--- src/hdl/mwm_pkg.sv ---
// ----------------------------------------------------------------------------
// mwm_pkg
// shared widths and operation codes of the multiword integer multiplier
// ----------------------------------------------------------------------------
`default_nettype none

package mwm_pkg;

  localparam int WORD_W = 32;
  localparam int OP_W   = 2;
  localparam int LEN_W  = 6;

  typedef logic [WORD_W-1:0] word_t;
  typedef logic [OP_W-1:0]   op_t;
  typedef logic [LEN_W-1:0]  len_t;

  // operation codes of an input transfer; the remaining code is ignored
  typedef enum logic [OP_W-1:0] {
    OP_LOAD_A   = 2'd0,
    OP_LOAD_B   = 2'd1,
    OP_MULTIPLY = 2'd2
  } opcode_e;

endpackage

`default_nettype wire

--- src/hdl/mwm_if.sv ---
// ----------------------------------------------------------------------------
// mwm_in_if / mwm_out_if
// valid/ready channels for operand and product words
// ----------------------------------------------------------------------------
`default_nettype none

interface mwm_in_if;
  logic          valid;
  logic          ready;
  mwm_pkg::op_t  opcode;
  mwm_pkg::word_t word_value;

  modport source (output valid, output opcode, output word_value, input ready);
  modport sink   (input valid, input opcode, input word_value, output ready);
endinterface

interface mwm_out_if;
  logic           valid;
  logic           ready;
  mwm_pkg::word_t product_word;
  logic           is_last;
  mwm_pkg::len_t  product_length;
  logic           is_empty;
  logic           overflow;

  modport source (output valid, output product_word, output is_last, output product_length,
                  output is_empty, output overflow, input ready);
  modport sink   (input valid, input product_word, input is_last, input product_length,
                  input is_empty, input overflow, output ready);
endinterface

`default_nettype wire

--- src/hdl/mwm_mul.sv ---
// ----------------------------------------------------------------------------
// mwm_mul
// registered 32x32 unsigned multiplier shared by every word product
// ----------------------------------------------------------------------------
`default_nettype none

module mwm_mul (
  input  wire logic                       clk_i,
  input  wire logic                       en_i,
  input  wire mwm_pkg::word_t             a_i,
  input  wire mwm_pkg::word_t             b_i,
  output logic [2*mwm_pkg::WORD_W-1:0]    p_o
);
  import mwm_pkg::*;

  always_ff @(posedge clk_i) begin
    if (en_i) begin
      p_o <= {{WORD_W{1'b0}}, a_i} * {{WORD_W{1'b0}}, b_i};
    end
  end

endmodule

`default_nettype wire

--- src/hdl/multiword_integer_multiplier_unit.sv ---
// ----------------------------------------------------------------------------
// multiword_integer_multiplier_unit
// schoolbook multiprecision multiplier on little-endian 32-bit words
// ----------------------------------------------------------------------------
//
//  channel  dir  payload                                           transfer
//  -------  ---  ------------------------------------------------  -----------------
//  in_i     in   opcode, word_value                                valid & ready
//  res_o    out  product_word, is_last, product_length, is_empty,  valid & ready
//                overflow
//
//  a load transfer leaves the unit idle, so in_i.ready stays high
//  a multiply does read, multiply, add per word pair and a carry store per row
//  on the one shared multiplier and the accumulator, then shows each product word
//  an empty operand gives a single result, valid from the edge of the transfer
//  and taken at the earliest in the cycle after the transfer
//  in_i.ready is low from a multiply transfer until its last result is taken
//  rst_ni clears counts, flag and control; the word stores need no clearing
// ----------------------------------------------------------------------------
`default_nettype none

module multiword_integer_multiplier_unit #(
  parameter int MAX_WORDS = 16
) (
  input  wire logic  clk_i,
  input  wire logic  rst_ni,
  mwm_in_if.sink     in_i,
  mwm_out_if.source  res_o
);
  import mwm_pkg::*;

  localparam int IdxW     = (MAX_WORDS > 1) ? $clog2(MAX_WORDS) : 1;
  localparam int CntW     = $clog2(MAX_WORDS + 1);
  localparam int AccDepth = 2 * MAX_WORDS;
  localparam int AccIdxW  = $clog2(AccDepth);
  localparam int AccCntW  = $clog2(AccDepth + 1);

  typedef enum logic [2:0] {
    S_IDLE,     // take loads and multiply transfers
    S_RD,       // read a[i], b[j] and acc[i+j]
    S_MUL,      // shared multiplier works on the read words
    S_ADD,      // add partial sum and carry, write acc[i+j]
    S_ROWEND,   // store row carry at acc[i+wb]
    S_ERD,      // read product word k
    S_ELOAD,    // load result register
    S_OUT       // wait for the result transfer
  } state_e;

  state_e state_q;

  // operand counts and flag
  logic [CntW-1:0]    a_cnt_q, b_cnt_q;
  logic               dropped_q;

  // loop counters of the schoolbook walk
  logic [CntW-1:0]    wa_q, wb_q, i_q, j_q;
  logic [AccCntW-1:0] wc_q, k_q;
  word_t              carry_q;
  logic               ovf_q;

  // memories and their registered read data
  word_t a_mem   [MAX_WORDS];
  word_t b_mem   [MAX_WORDS];
  word_t acc_mem [AccDepth];
  word_t a_rdata_q, b_rdata_q, acc_rdata_q;

  logic [2*WORD_W-1:0] prod;
  logic [2*WORD_W-1:0] sum_d;
  word_t               addend;

  logic               in_fire, res_fire;
  logic               a_we, b_we, ab_re, acc_re, acc_we;
  logic [AccIdxW-1:0] acc_raddr, acc_waddr;
  word_t              acc_wdata;

  // result register
  word_t out_word_q;
  logic  out_valid_q, out_last_q, out_empty_q, out_ovf_q;
  len_t  out_len_q;

  assign in_i.ready = (state_q == S_IDLE);
  assign in_fire    = in_i.valid && in_i.ready;
  assign res_fire   = res_o.valid && res_o.ready;

  assign res_o.valid          = out_valid_q;
  assign res_o.product_word   = out_word_q;
  assign res_o.is_last        = out_last_q;
  assign res_o.product_length = out_len_q;
  assign res_o.is_empty       = out_empty_q;
  assign res_o.overflow       = out_ovf_q;

  // loads beyond capacity only raise the flag
  assign a_we = in_fire && (in_i.opcode == OP_LOAD_A) && (a_cnt_q != CntW'(MAX_WORDS));
  assign b_we = in_fire && (in_i.opcode == OP_LOAD_B) && (b_cnt_q != CntW'(MAX_WORDS));

  assign ab_re  = (state_q == S_RD);
  assign acc_re = (state_q == S_RD) || (state_q == S_ERD);

  always_comb begin
    if (state_q == S_ERD) begin
      acc_raddr = k_q[AccIdxW-1:0];
    end else begin
      acc_raddr = AccIdxW'(i_q) + AccIdxW'(j_q);
    end
  end

  // first row sees a cleared accumulator, later rows read what the row before left
  assign addend = (i_q == '0) ? '0 : acc_rdata_q;
  assign sum_d  = prod + {{WORD_W{1'b0}}, addend} + {{WORD_W{1'b0}}, carry_q};

  always_comb begin
    acc_we    = 1'b0;
    acc_waddr = AccIdxW'(i_q) + AccIdxW'(j_q);
    acc_wdata = sum_d[WORD_W-1:0];
    case (state_q)
      S_ADD: begin
        acc_we = 1'b1;
      end
      S_ROWEND: begin
        acc_we    = 1'b1;
        acc_waddr = AccIdxW'(i_q) + AccIdxW'(wb_q);
        acc_wdata = carry_q;
      end
      default: begin
        acc_we = 1'b0;
      end
    endcase
  end

  // operand stores
  always_ff @(posedge clk_i) begin
    if (a_we) begin
      a_mem[a_cnt_q[IdxW-1:0]] <= in_i.word_value;
    end
    if (b_we) begin
      b_mem[b_cnt_q[IdxW-1:0]] <= in_i.word_value;
    end
    if (ab_re) begin
      a_rdata_q <= a_mem[i_q[IdxW-1:0]];
      b_rdata_q <= b_mem[j_q[IdxW-1:0]];
    end
  end

  // product accumulator
  always_ff @(posedge clk_i) begin
    if (acc_we) begin
      acc_mem[acc_waddr] <= acc_wdata;
    end
    if (acc_re) begin
      acc_rdata_q <= acc_mem[acc_raddr];
    end
  end

  // the one shared word multiplier
  mwm_mul u_mul (
    .clk_i (clk_i),
    .en_i  (state_q == S_MUL),
    .a_i   (a_rdata_q),
    .b_i   (b_rdata_q),
    .p_o   (prod)
  );

  // sequencer
  always_ff @(posedge clk_i or negedge rst_ni) begin
    if (!rst_ni) begin
      state_q     <= S_IDLE;
      a_cnt_q     <= '0;
      b_cnt_q     <= '0;
      dropped_q   <= 1'b0;
      wa_q        <= '0;
      wb_q        <= '0;
      i_q         <= '0;
      j_q         <= '0;
      wc_q        <= '0;
      k_q         <= '0;
      carry_q     <= '0;
      ovf_q       <= 1'b0;
      out_valid_q <= 1'b0;
      out_word_q  <= '0;
      out_last_q  <= 1'b0;
      out_len_q   <= '0;
      out_empty_q <= 1'b0;
      out_ovf_q   <= 1'b0;
    end else begin
      case (state_q)
        S_IDLE: begin
          if (in_fire) begin
            case (opcode_e'(in_i.opcode))
              OP_LOAD_A: begin
                if (a_we) begin
                  a_cnt_q <= a_cnt_q + CntW'(1);
                end else begin
                  dropped_q <= 1'b1;
                end
              end
              OP_LOAD_B: begin
                if (b_we) begin
                  b_cnt_q <= b_cnt_q + CntW'(1);
                end else begin
                  dropped_q <= 1'b1;
                end
              end
              OP_MULTIPLY: begin
                // counts and flag restart for the next operand pair
                a_cnt_q   <= '0;
                b_cnt_q   <= '0;
                dropped_q <= 1'b0;
                wa_q      <= a_cnt_q;
                wb_q      <= b_cnt_q;
                wc_q      <= AccCntW'(a_cnt_q) + AccCntW'(b_cnt_q);
                ovf_q     <= dropped_q;
                i_q       <= '0;
                j_q       <= '0;
                k_q       <= '0;
                carry_q   <= '0;
                if ((a_cnt_q == '0) || (b_cnt_q == '0)) begin
                  // empty operand: one zero result
                  out_valid_q <= 1'b1;
                  out_word_q  <= '0;
                  out_last_q  <= 1'b1;
                  out_len_q   <= '0;
                  out_empty_q <= 1'b1;
                  out_ovf_q   <= dropped_q;
                  state_q     <= S_OUT;
                end else begin
                  state_q <= S_RD;
                end
              end
              default: begin
                state_q <= S_IDLE;
              end
            endcase
          end
        end
        S_RD: begin
          state_q <= S_MUL;
        end
        S_MUL: begin
          state_q <= S_ADD;
        end
        S_ADD: begin
          carry_q <= sum_d[2*WORD_W-1:WORD_W];
          if (j_q == wb_q - CntW'(1)) begin
            state_q <= S_ROWEND;
          end else begin
            j_q     <= j_q + CntW'(1);
            state_q <= S_RD;
          end
        end
        S_ROWEND: begin
          carry_q <= '0;
          j_q     <= '0;
          if (i_q == wa_q - CntW'(1)) begin
            state_q <= S_ERD;
          end else begin
            i_q     <= i_q + CntW'(1);
            state_q <= S_RD;
          end
        end
        S_ERD: begin
          state_q <= S_ELOAD;
        end
        S_ELOAD: begin
          out_valid_q <= 1'b1;
          out_word_q  <= acc_rdata_q;
          out_last_q  <= ((k_q + AccCntW'(1)) == wc_q);
          out_len_q   <= LEN_W'(wc_q);
          out_empty_q <= 1'b0;
          out_ovf_q   <= ovf_q;
          state_q     <= S_OUT;
        end
        S_OUT: begin
          if (res_fire) begin
            out_valid_q <= 1'b0;
            if (out_last_q) begin
              state_q <= S_IDLE;
            end else begin
              k_q     <= k_q + AccCntW'(1);
              state_q <= S_ERD;
            end
          end
        end
        default: begin
          state_q <= S_IDLE;
        end
      endcase
    end
  end

endmodule

`default_nettype wire

--- src/flat_wrapper.sv ---
// flat-port wrapper written by rule: the top's interface ports become plain ports
module multiword_integer_multiplier_unit_flat import mwm_pkg::*;
#(
  parameter int MAX_WORDS = 16
)
  (clk_i, rst_ni, in_i_valid, in_i_opcode, in_i_word_value, in_i_ready, res_o_valid, res_o_product_word, res_o_is_last, res_o_product_length, res_o_is_empty, res_o_overflow, res_o_ready);
  mwm_in_if in_i_i ();
  mwm_out_if res_o_i ();
  input  wire logic clk_i;
  input  wire logic rst_ni;
  input wire logic [$bits(in_i_i.valid)-1:0] in_i_valid;
  input wire logic [$bits(in_i_i.opcode)-1:0] in_i_opcode;
  input wire logic [$bits(in_i_i.word_value)-1:0] in_i_word_value;
  output wire logic [$bits(in_i_i.ready)-1:0] in_i_ready;
  output wire logic [$bits(res_o_i.valid)-1:0] res_o_valid;
  output wire logic [$bits(res_o_i.product_word)-1:0] res_o_product_word;
  output wire logic [$bits(res_o_i.is_last)-1:0] res_o_is_last;
  output wire logic [$bits(res_o_i.product_length)-1:0] res_o_product_length;
  output wire logic [$bits(res_o_i.is_empty)-1:0] res_o_is_empty;
  output wire logic [$bits(res_o_i.overflow)-1:0] res_o_overflow;
  input wire logic [$bits(res_o_i.ready)-1:0] res_o_ready;
  assign in_i_i.valid = in_i_valid;
  assign in_i_i.opcode = in_i_opcode;
  assign in_i_i.word_value = in_i_word_value;
  assign in_i_ready = in_i_i.ready;
  assign res_o_valid = res_o_i.valid;
  assign res_o_product_word = res_o_i.product_word;
  assign res_o_is_last = res_o_i.is_last;
  assign res_o_product_length = res_o_i.product_length;
  assign res_o_is_empty = res_o_i.is_empty;
  assign res_o_overflow = res_o_i.overflow;
  assign res_o_i.ready = res_o_ready;
  multiword_integer_multiplier_unit #(.MAX_WORDS(MAX_WORDS)) u_core (.clk_i(clk_i), .rst_ni(rst_ni), .in_i(in_i_i), .res_o(res_o_i));
endmodule
--- config.mk ---
export PLATFORM = sky130hd
export DESIGN_NAME = multiword_integer_multiplier_unit_flat
export DESIGN_NICKNAME = d
export VERILOG_FILES = /design/src/hdl/mwm_pkg.sv /design/src/hdl/mwm_if.sv /design/src/hdl/mwm_mul.sv /design/src/hdl/multiword_integer_multiplier_unit.sv /design/src/flat_wrapper.sv
export SDC_FILE = /design/constraint.sdc
export NUM_CORES = 2
export LEC_CHECK = 0
export BUFFER_PORTS_ARGS = -buffer_cell sky130_fd_sc_hd__buf_2
export CAP_MARGIN = 20
export CORE_UTILIZATION = 25
export DETAILED_ROUTE_END_ITERATION = 8
export PLACE_DENSITY = 0.48
export SLEW_MARGIN = 20
export SYNTH_ARGS = -nofsm -noshare
export SYNTH_HDL_FRONTEND = slang
export SYNTH_HIERARCHICAL = 1
export SYNTH_SLANG_ARGS = --single-unit
--- constraint.sdc ---
create_clock -name clk_i -period 8.78 [get_ports clk_i]
set_input_delay 2.634 -clock clk_i [delete_from_list [all_inputs] [get_ports clk_i]]
set_output_delay 2.634 -clock clk_i [all_outputs]
set_load 0.02 [all_outputs]
* Word-level counts from Yosys, hierarchy flattened
Memories as Yosys holds them, arrays and structs flattened. A register that Yosys moved wholly into a read port is not among the register bits. Cells that the tools add are included.
Cells by class: reduce and logical (&&, ||, !) cells 34, multipliers 1, bitwise operators 0, shift-type cells 0, magnitude comparators 0, equality and inequality tests 26, divide/modulo/power cells 0, add/subtract/negate cells 12, mux-type cells 59
Operator list (number):
- 32-bit two-way mux | 7
- 64-bit by 32-bit adder with 64-bit output | 2
- 32-bit one-hot mux with 3 select lines | 1
- 32-bit by 32-bit multiplier with 64-bit output | 1
- 32-bit one-hot mux with 2 select lines | 1
- 6-bit two-way mux | 7
- 5-bit two-way mux | 8
- 5-bit one-hot mux with 2 select lines | 3
- 3-bit one-hot mux with 8 select lines | 1
- 6-bit one-hot mux with 2 select lines | 2
- 5-bit by 1-bit adder with 5-bit output (second input constant) | 4
- 4-bit AND reduction | 5
- 3-bit two-way mux | 6
- 2-bit inequality test (second input constant) | 9
- 1-bit two-way mux | 16
- 5-bit logical NOT | 3
- 5-bit one-hot mux with 3 select lines | 1
- 5-bit AND reduction | 3
- 3-bit == test (second input constant) | 4
- 5-bit adder | 2
- 5-bit == test | 2
- 5-bit inequality test (second input constant) | 2
- 2-bit nonzero test | 5
- 5-bit by 1-bit subtractor with 5-bit output (second input constant) | 2
- other kinds (18) | 35
Storage, ports and cells: word-level logic and storage cells 154, memories 3, RAM bits 2048, output and inout port bits 43, bits in read-only memories 0, input bits 38, register bits after elaboration 185, latch bits 0
Memories:
- u_core.acc_mem | depth 32, bits a word 32, rd ports 1, clocked after memory_dff 1, write ports 1, line multiword_integer_multiplier_unit.sv:64 | word_t acc_mem [AccDepth];
- u_core.a_mem | depth 16, bits a word 32, rd ports 1, clocked after memory_dff 1, write ports 1, line multiword_integer_multiplier_unit.sv:62 | word_t a_mem [MAX_WORDS];
- u_core.b_mem | depth 16, bits a word 32, rd ports 1, clocked after memory_dff 1, write ports 1, line multiword_integer_multiplier_unit.sv:63 | word_t b_mem [MAX_WORDS];

* Depth between registers and ports, before layout
depth in word-level cells 6, depth in mapped cells 29

* Modules after synthesis
The synthesis kept the hierarchy.
Modules (own cells, without submodules):
- multiword_integer_multiplier_unit | seq. area each 67409.7 um^2, instances 1, cells each 4368, area an instance 90192.8 um^2
- mwm_mul | seq. area each 1921.8 um^2, instances 1, cells each 3775, area an instance 35380.2 um^2

* Worst setup path after synthesis
No wires, ideal clock.
kind flip-flop to flip-flop, from register u_core.b_rdata_q[2] (read register of u_core.b_mem), to register u_core/u_mul/p_o[51] in the netlist's numbering (data pin), setup slack 1.567 ns, setup time 0.258 ns, arrival time 6.956 ns, stages on the path, launching flop included 26, buffers on the path 2, period minus slack after synthesis 7.213 ns, cells stage by stage edfxtp_1 clkbuf_1 and2_1 fa_1 inv_1 fa_1 fa_1 fa_1 inv_1 fa_1 inv_1 fa_1 inv_1 fa_1 fa_1 ha_1 buf_2 nand4_1 a2111oi_0 o21ai_0 a211oi_1 nor3_2 o41ai_2 or2_1 a41oi_2 xnor2_1
Between the ends: word-level cells in the longest chain between the ends 1
Ends and longest elaborated chain:
- from (decl) | line multiword_integer_multiplier_unit.sv:65 | word_t a_rdata_q, b_rdata_q, acc_rdata_q;
- 32-bit by 32-bit multiplier with 64-bit output | line mwm_mul.sv:18 | p_o <= {{WORD_W{1'b0}}, a_i} * {{WORD_W{1'b0}}, b_i};
- to (signal assigned) | line mwm_mul.sv:18
- to (decl) | line mwm_mul.sv:12 | output logic [2*mwm_pkg::WORD_W-1:0] p_o
No other way between the ends. A chain may end at the register's enable or synchronous reset.

* Final worst setup path
from register u_core.a_rdata_q[25] (read register of u_core.a_mem), to register u_core/u_mul/p_o[58] in the netlist's numbering (data pin)
Between the ends: word-level cells in the longest chain between the ends 1
Ends and longest elaborated chain (line):
- from (decl) | multiword_integer_multiplier_unit.sv:65
- 32-bit by 32-bit multiplier with 64-bit output | mwm_mul.sv:18
No other way between the ends.

==> metrics <==
status=completed; average size of a mapped cell=around 15 µm²; Critical Path Sink Type=flop; vias in the first global route=74,297; measured slew at the worst slew-check pin=1110 ps; asr flop ratio synth=5.20%; normalized max-slew margin=approximately 25%; via density per instance=~4.5; CTS tree=yes; setup violators final=0; Sum Neg Setup Slack=0 ps; Slew Limit Fails=0; chip width=711 µm; Initial Utilization=25.2%; Die H=711 µm; NumNets Final=9,549; ys flop type=edfxtp_1; Cells after Synth=8,143; CP most frequent cell=fa_1; RSZ-0062 raised after global routing=false; layout cells sized above 1=16.4%; Seq/Total Area, Yosys=55.2%; input/output buffers=80; critical path class=flop to flop; remaining global-route overflow=0; Max Cap Viol=0; first-pass GRT wire length=518,000 µm; drt wl/cell=23.3 µm; CORE AREA=between 0.4 and 0.5 mm²; Crit path required time=9340 ps; H-tree depth=4; EDFF count, synth=~2,200; Mapped Nets=~9,400; Via Count=68,703; row count=259; Final Util=28.6%; DR DRC count=0; CTS root buf=clkbuf_16; mapped cell area=0.126 mm²; drt first-iter violations=5,423; clk buf depth=4; initial antenna violation count=51; I/O pins=81; largest net degree at the start of global routing=roughly 130; Clock Latency Late Sink=910 ps; Post-DRT Antenna Nets=0; crit-path max FO=13; Inst Count DP=14,670; RD Place Congestion=0.834; Hold WC Path Type=flop to flop; Clock Sinks=2,329; area delta synth->final=13.6%; WP buf/inv=8; CP arrival=9010 ps; FMAX=118 MHz; nature of the critical path startpoint=flop; crit-path max cell delay=around 800 ps; die area=0.505 mm²; critical path's top delay family=adder cells; CTS Hold Bufs=0; post-CTS setup buffers=0; Final HPWL DP=231,000 µm; post_cts resized=0; cts bufs inserted=234; Clk pin slew, worst setup/hold paths=60 ps; fin crit period=8450 ps; First-pass DRT Iterations=6; #FFs+latches synth=2,329; highest-delay cell along the critical path=edfxtp_1; Fin. Hold Viols=0; final std cells w/o fill=15,122; synth unique cells=90; Final Cell Area=0.143 mm²; Final period util=96.3%; Tot GR Track Use=13.8%; final wirelength=approximately 350,000 µm; Setup Skew=92.7 ps; Placement Cell Area=0.135 mm²; Yosys Warn Count=6
worst paths after layout:
check | from | to | slack (ps) | cells after the start
hold reg to reg | u_core/res_o.is_empty | u_core/res_o.is_empty | 480 | 2
max in group asynchronous | rst_ni | u_core/carry_q[27] | 5570 | 2
min in group asynchronous | rst_ni | u_core/res_o.product_word[0] | 1740 | 1
setup / recovery | u_core/a_rdata_q[25] | u_core/u_mul/p_o[58] | 330 | 27
setup reg to reg | u_core/a_rdata_q[25] | u_core/u_mul/p_o[58] | 330 | 27
hold / removal | u_core/res_o.is_empty | u_core/res_o.is_empty | 480 | 2
cell families (layout without fill, tap and decap cells):
kind of cell	Yosys count	in the layout	synth area share [%]
adders and majority gates	1260	1260	18.1
DFF	2329	2329	55.2
AOI/OAI and AO/OA	534	534	2.97
buffers and inverters	1341	1637	4.18
other	0	28	0
xor gates and xnor gates	147	147	1.03
and+or+nand+nor	1848	1848	7.29
muxes	684	684	11.2
sequential cells by signal, summed over array words and instances (netlist names), 3 cells and up:
name / flops
u_core/i_q: 5
u_core/a_mem: 512
u_core/j_q: 5
u_core/b_cnt_q: 5
u_core/b_rdata_q: 32
u_core/res_o.product_word: 32
u_core/k_q: 6
u_core/a_rdata_q: 32
u_core/wb_q: 5
u_core/state_q: 3
u_core/res_o.product_length: 6
u_core/acc_mem: 1024
u_core/acc_rdata_q: 32
u_core/wc_q: 6
u_core/b_mem: 512
u_core/wa_q: 5
u_core/u_mul/p_o: 64
u_core/carry_q: 32
u_core/a_cnt_q: 5
layer usage:
| layer | track usage [%] | wire length [µm] |
|---|---|---|
| met1 | 18.5 | 154000 |
| met2 | 23.1 | 171000 |
| met3 | 2.33 | 19100 |
| met4 | 3.44 | 8850 |
| met5 | 0 | 195 |
worst reg2reg max path, stage by stage (launching register included):
cell and delay [ps]:
edfxtp_1 780, buf_4 390, and2_1 190, fa_1 450
fa_1 630, inv_1 90, fa_1 530, inv_1 50
fa_1 490, inv_1 50, fa_1 420, inv_1 110
fa_1 440, fa_1 490, inv_1 50, fa_1 570
inv_1 70, ha_1 390, a21oi_1 210, o21bai_1 80
a21oi_1 250, nand2_1 100, a311oi_1 490, o41ai_2 140
buf_4 170, a21oi_1 290, o21bai_1 120, xor2_1 160
cell usage after synthesis (all sizes together), types with 35 or more instances:
cell / number / share of area (%)
a21o: 62 / 0.37
a21oi: 135 / 0.54
a221oi: 35 / 0.26
and2: 624 / 3.1
buf: 117 / 0.52
clkbuf: 322 / 0.96
dfrtp: 121 / 2.4
edfxtp: 2208 / 53
fa: 932 / 15
ha: 328 / 3.3
inv: 902 / 2.7
mux2i: 107 / 0.86
mux4: 576 / 10
nand2: 787 / 2.4
nand3: 72 / 0.30
nand4: 41 / 0.20
nor2: 157 / 0.47
nor2b: 50 / 0.25
nor3: 37 / 0.16
o21ai: 106 / 0.44
xnor2: 83 / 0.58
xor2: 64 / 0.45
per-stage QoR:
step | worst slack, ps | hold slack, ps
3_5_place_dp | 307 | 470
4_1_cts | 299 | 488
3_3_place_gp | 381 | 463
6_report | 329 | 479
5_1_grt | 26.3 | 515
2_1_floorplan | 1570 | 432
final cells by class:
| class | count | area, µm² |
|---|---|---|
| sequential | 2329 | 69400 |
| tap | 6655 | 8330 |
| fill | 49948 | 356000 |
| timing repair buffer | 311 | 2340 |
| multi-input combinational | 4473 | 51700 |
| inverter | 902 | 3390 |
| clock buffer | 276 | 6080 |
| clock inverter | 148 | 1480 |
| antenna | 28 | 70.1 |
placed cells by master (no fill, tap or decap), types with 49 or more instances in the layout:
| master | n |
|---|---|
| and2_1 | 613 |
| a21oi_1 | 113 |
| nand2_1 | 782 |
| xor2_1 | 64 |
| mux2i_1 | 105 |
| mux4_2 | 576 |
| clkbuf_16 | 237 |
| o21ai_0 | 90 |
| nor2_1 | 106 |
| buf_4 | 215 |
| fa_1 | 932 |
| ha_1 | 327 |
| edfxtp_1 | 2208 |
| xnor2_1 | 83 |
| inv_1 | 901 |
| buf_2 | 79 |
| nand3_1 | 71 |
| nor2_4 | 49 |
| a21o_1 | 61 |
| dfrtp_1 | 113 |
Power is not shown: default switching activity piles up to over one toggle a cycle in this logic, so the estimate is an artifact.
